==> src/hw/rtl/ppr_pkg.sv <==
// Shared types and constants of the port probe result tracker.
// No dependencies; every other RTL module imports it.
package ppr_pkg;

  localparam int NUM_PORTS = 65536;
  localparam int PORT_AW   = (NUM_PORTS > 1) ? $clog2(NUM_PORTS) : 1;

  localparam logic [16:0] OPEN_CAP_RESET = 17'h10000;

  // Incoming outcome codes.
  localparam logic [2:0] RC_OPEN      = 3'd0;
  localparam logic [2:0] RC_REFUSED   = 3'd1;
  localparam logic [2:0] RC_TIMEOUT   = 3'd2;
  localparam logic [2:0] RC_UNREACH   = 3'd3;
  localparam logic [2:0] RC_RESET     = 3'd4;
  localparam logic [2:0] RC_CANCELLED = 3'd5;

  // Per-port state codes.
  typedef enum logic [2:0] {
    ST_UNKNOWN   = 3'd0,
    ST_OPEN      = 3'd1,
    ST_CLOSED    = 3'd2,
    ST_FILTERED  = 3'd3,
    ST_UNREACH   = 3'd4,
    ST_RESET     = 3'd5,
    ST_LOCALERR  = 3'd6,
    ST_CANCELLED = 3'd7
  } port_state_t;

  // Classified operation handed from front to back.
  typedef enum logic [2:0] {
    K_OPEN     = 3'd0,
    K_REFUSED  = 3'd1,
    K_TIMEOUT  = 3'd2,
    K_UNREACH  = 3'd3,
    K_RESET    = 3'd4,
    K_CANCEL   = 3'd5,
    K_LOCALERR = 3'd6
  } op_kind_t;

  typedef struct packed {
    logic [15:0] port;
    logic [31:0] rtt;
    op_kind_t    kind;
    logic        in_range;
  } op_t;

  // Back-to-front control.
  typedef struct packed {
    logic pop;
    logic clearing;
  } fq_ctl_t;

  typedef struct packed {
    logic [15:0] port_out;
    logic [31:0] rtt_out;
    logic [2:0]  new_state;
    logic        record_open;
    logic [31:0] scanned_total;
    logic [31:0] cancelled_total;
    logic [16:0] filtered_now;
    logic [31:0] refused_total;
    logic [31:0] unreachable_total;
    logic [31:0] reset_total;
    logic [31:0] local_error_total;
    logic [16:0] open_records;
  } res_t;

endpackage

==> src/hw/rtl/ppr_out_queue.sv <==
// Two-entry result queue between the back end and the result ports.
// Depends on ppr_pkg.
module ppr_out_queue import ppr_pkg::*; (
  input  logic clk,
  input  logic rst,
  input  logic wr_en,
  input  res_t wr_data,
  output logic q_full,
  input  logic pop,
  output logic empty,
  output res_t head
);

  res_t       q [2];
  logic       wr_ptr;
  logic       rd_ptr;
  logic [1:0] count;
  logic       do_push;
  logic       do_pop;

  assign q_full  = (count == 2'd2);
  assign empty   = (count == 2'd0);
  assign do_push = wr_en && !q_full;
  assign do_pop  = pop && !empty;
  assign head    = q[rd_ptr];

  always_ff @(posedge clk) begin
    if (do_push) begin
      q[wr_ptr] <= wr_data;
    end
  end

  always_ff @(posedge clk) begin
    if (rst) begin
      wr_ptr <= 1'b0;
      rd_ptr <= 1'b0;
      count  <= 2'd0;
    end else begin
      if (do_push) begin
        wr_ptr <= !wr_ptr;
      end
      if (do_pop) begin
        rd_ptr <= !rd_ptr;
      end
      count <= count + 2'(do_push) - 2'(do_pop);
    end
  end

endmodule

==> config.mk <==
export PLATFORM = sky130hd
export DESIGN_NAME = ppr_out_queue
export DESIGN_NICKNAME = d
export VERILOG_FILES = /design/src/hw/rtl/ppr_pkg.sv /design/src/hw/rtl/ppr_out_queue.sv
export SDC_FILE = /design/constraint.sdc
export NUM_CORES = 1
export LEC_CHECK = 0
export BUFFER_PORTS_ARGS = -buffer_cell sky130_fd_sc_hd__buf_2
export CORE_ASPECT_RATIO = 0.5
export CORE_UTILIZATION = 31
export DETAILED_ROUTE_END_ITERATION = 6
export HOLD_SLACK_MARGIN = 0.02
export PLACE_DENSITY = 0.6
export SETUP_SLACK_MARGIN = 0.02
export SKIP_LAST_GASP = 1
export SLEW_MARGIN = 20
export SYNTH_ARGS = -nofsm -noshare
export SYNTH_HDL_FRONTEND = slang
export SYNTH_SLANG_ARGS = --single-unit
==> constraint.sdc <==
create_clock -name clk -period 12.6 [get_ports clk]
set_input_delay 2.52 -clock clk [delete_from_list [all_inputs] [get_ports clk]]
set_output_delay 2.52 -clock clk [all_outputs]
set_load 0.01 [all_outputs]
# Word level (Yosys, flattened, before mapping)
# Memories as Yosys holds them, arrays and structs flattened. A register that Yosys moved wholly into a read port is not among the register bits.
# Cells that the tools add are included.
# totals
reg_bits	4
ramBits	556
inputBits	282
out_inout_bits	280
n_memories	1
# op_classes
addsub	2
eq_ne	1
mux	4
n_reduce_logical	7
# mem_list
memory	words	width	rd	rd_clocked_by_memory_dff	wr	line	rtl
q	2	278	1	1	1	ppr_out_queue.sv:14	res_t q [2];
# ops
op	count
1-bit logical NOT	4
1-bit two-way mux	4
2-bit by 1-bit adder with 2-bit output	1
2-bit == test, second input constant	1
1-bit logical AND	2
2-bit logical NOT	1
2-bit by 1-bit subtractor with 2-bit output	1

# Longest topological paths before layout
# depth
word_depth	5
depth_mapped	8
ltp_nobuf	8

# Least setup slack after synthesis
# Ideal clock, no wire load.
# synth_path
path_kind	input -> register
start	in wr_en
end	mem q[1][0] (netlist bit), enable pin
setup_ps	676
arrival_time_ps	8897
required_ps	11924
slack_ps	3027
cell_stages	1
n_path_buf	0
path_cell_list	and3_1
# synth_between
elab_chain_cells	3
# synth_rtl
item	line	rtl
from (decl)	ppr_out_queue.sv:6	input logic wr_en,
1-bit logical AND	ppr_out_queue.sv:23	assign do_push = wr_en && !q_full;
1-bit two-way mux	ppr_out_queue.sv:28	if (do_push) begin
1-bit two-way mux (not written as such)	ppr_out_queue.sv:29	q[wr_ptr] <= wr_data;
to (decl)	ppr_out_queue.sv:14	
# No other way between the ends.

==> results_dict.tcl <==
set metrics [dict create \
    post-route-min-period_ps 5370 \
    yosysWarningCount 0 \
    maxSlewViolCount 0 \
    grt_pass1_wl_um 71400 \
    setup_viol 0 \
    worstPathArrival_ps 2850 \
    netlist_area_um2 21100 \
    clk_latency_ps 580 \
    final_common_cell "buf_2" \
    avgViaCountPerCell 4.29 \
    cts_resized 0 \
    postCtsSetupBuffers 0 \
    drt-wirelength-per-cell_um 21.0 \
    syn_nets 1176 \
    path_clk_slew_ps 60 \
    grt_util_all_layers_pct 14.3 \
    crit_path_start_kind "register" \
    ys_seq_elements 561 \
    start_util_pct 31.5 \
    cts_tree "done" \
    hp-class "reg -> reg" \
    yosys-top-cells-area "edfxtp_1 79%, mux2_4 14%, mux2_2 4.1%" \
    cts_buffer_depth 3 \
    nets 1768 \
    hpwl_um 35300 \
    crit_required_ps 10080 \
    p_leak_nw 10.1 \
    die_area_um2 69300 \
    wl_um 51300 \
    critPathCaptureType "output port" \
    dp.cells 2325 \
    final_cells 2439 \
    synth_top_area_cell "edfxtp_1" \
    tns_ps 0 \
    finalHoldViolCount 0 \
    first_global_vias 10600 \
    synthToLayoutAreaGrowth_pct 25.7 \
    vias 10500 \
    boundaryPins 562 \
    gp_congestion 0.791 \
    powerDensity_nw_per_um2 209 \
    cts_max_level 2 \
    cts_sinks 561 \
    die_x_um 371 \
    synth_top_area_share_pct 79.0 \
    chipHeight_um 187 \
    rsz0062_at_grt "false" \
    skew_ps 10.1 \
    core_um2 67100 \
    ant_nets 0 \
    r2r_slack_ps 8920 \
    mostFrequentLayoutCells "561 x buf_2, 556 x edfxtp_1, 201 x mux2_4, 77 x mux2_2, 57 x clkbuf_16" \
    postCtsHoldBufs 0 \
    yosysUniqueCellTypes 21 \
    syn_inst 892 \
    grt_max_degree 165 \
    antenna_found_initial 20 \
    gr-total-overflow 0 \
    drtIter0Drc 696 \
    irDropWorstVdd_mv 0.164 \
    avgSynthCellArea_um2 23.7 \
    slew_headroom_pct 20.9 \
    critical_path_class "reg -> out" \
    crit_path_max_fanout 138 \
    tightest_slew_ps 1190 \
    fin_util_pct 39.6 \
    ys_seq_area_share_pct 79.5 \
    cts-root-buf "clkbuf_16" \
    fmax_mhz 186 \
    drv_cap 0 \
    layout-drive-gt1-share_pct 60.2 \
    period_share_pct 42.7 \
    portBuffers 561 \
    drcViolationCount 0 \
    rows 67 \
    cts-buffers-inserted 54 \
    dr.pass1.iters 4 \
    outcome "finished clean" \
]
[report_power, final]
group / total, mW / switching, mW / internal (mW)
Clock: 1.55 / 0.670 / 0.876
Sequential: 2.46 / 0.0797 / 2.38
Combinational: 1.54 / 0.803 / 0.735
Total: 5.55 / 1.55 / 3.99
[Yosys cell counts]
cell and count:
a21oi_1 1, and2_1 1, and3_1 1, buf_2 5, buf_6 26, dfxtp_1 5, edfxtp_1 556, ha_1 2
inv_1 4, mux2_2 77, mux2_4 201, nand2_1 1, nand2b_1 1, nor2_1 4, nor2b_1 1, nor3_1 1
o21a_1 1, o21ai_0 1, or3_1 1, xnor2_1 1, xor2_1 1
[cell type report]
class	instances	area, um2
repair buffers	567	2890
inverters	4	22.5
diodes	15	37.5
multi-input cells	296	4010
flip-flops and latches	561	16800
clock buffers	74	1510
clock inverters	25	169
well taps	897	1120
fillers	6075	40600
[metal layers]
layer	vias to the layer above	part of all wire (%)	GRT usage [%]
met1	5441	36	15.0
li1	4772	-	-
met4	8	2.4	4.99
met2	169	58	27.5
met5	-	0.10	0.893
met3	82	3.6	3.46
[cell families (layout without fill, tap and decap cells)]
| group | after synthesis | in the layout | share of synthesized area (%) |
|---|---|---|---|
| buffers and inverters | 35 | 670 | 1.58 |
| flip-flops | 561 | 561 | 79.5 |
| AO/OA/AOI/OAI | 3 | 3 | 0.0829 |
| XOR/XNOR | 2 | 2 | 0.0829 |
| other | 0 | 15 | 0 |
| multiplexers | 278 | 278 | 18.4 |
| AND/OR/NAND/NOR | 11 | 11 | 0.261 |
| adder cells (fa/ha/maj) | 2 | 2 | 0.118 |
[sequential cells by signal (all words and copies together), names as in the netlist, named ones only]
signal	count
rd_ptr	1
q	556
count	2
wr_ptr	1
[metrics by stage]
step           hold slack [ps]  instance area, um2  power [mW]  setup WS (ps)
2_1_floorplan              452               21100        3.58           3030
3_3_place_gp               496               24800        4.06           6940
3_5_place_dp               491               24800        4.07           6940
4_1_cts                    520               26500        5.63           7160
5_1_grt                    562               26600        5.78           7050
6_report                   519               26600        5.55           7230
[final timing paths]
check / start / endpoint / cells past startpoint
max: register / head[0] / 3
min: rd_ptr / register / 2
max reg2reg: count[0] / q[1][125] / 4
min reg2reg: rd_ptr / register / 2
[worst max-delay path, cell delays in order (launching register included)]
cell and delay (ps):
dfxtp_4 760, buf_12 740, mux2_2 450, buf_2 150
No activity file was read; power rests on OpenSTA's default activity.
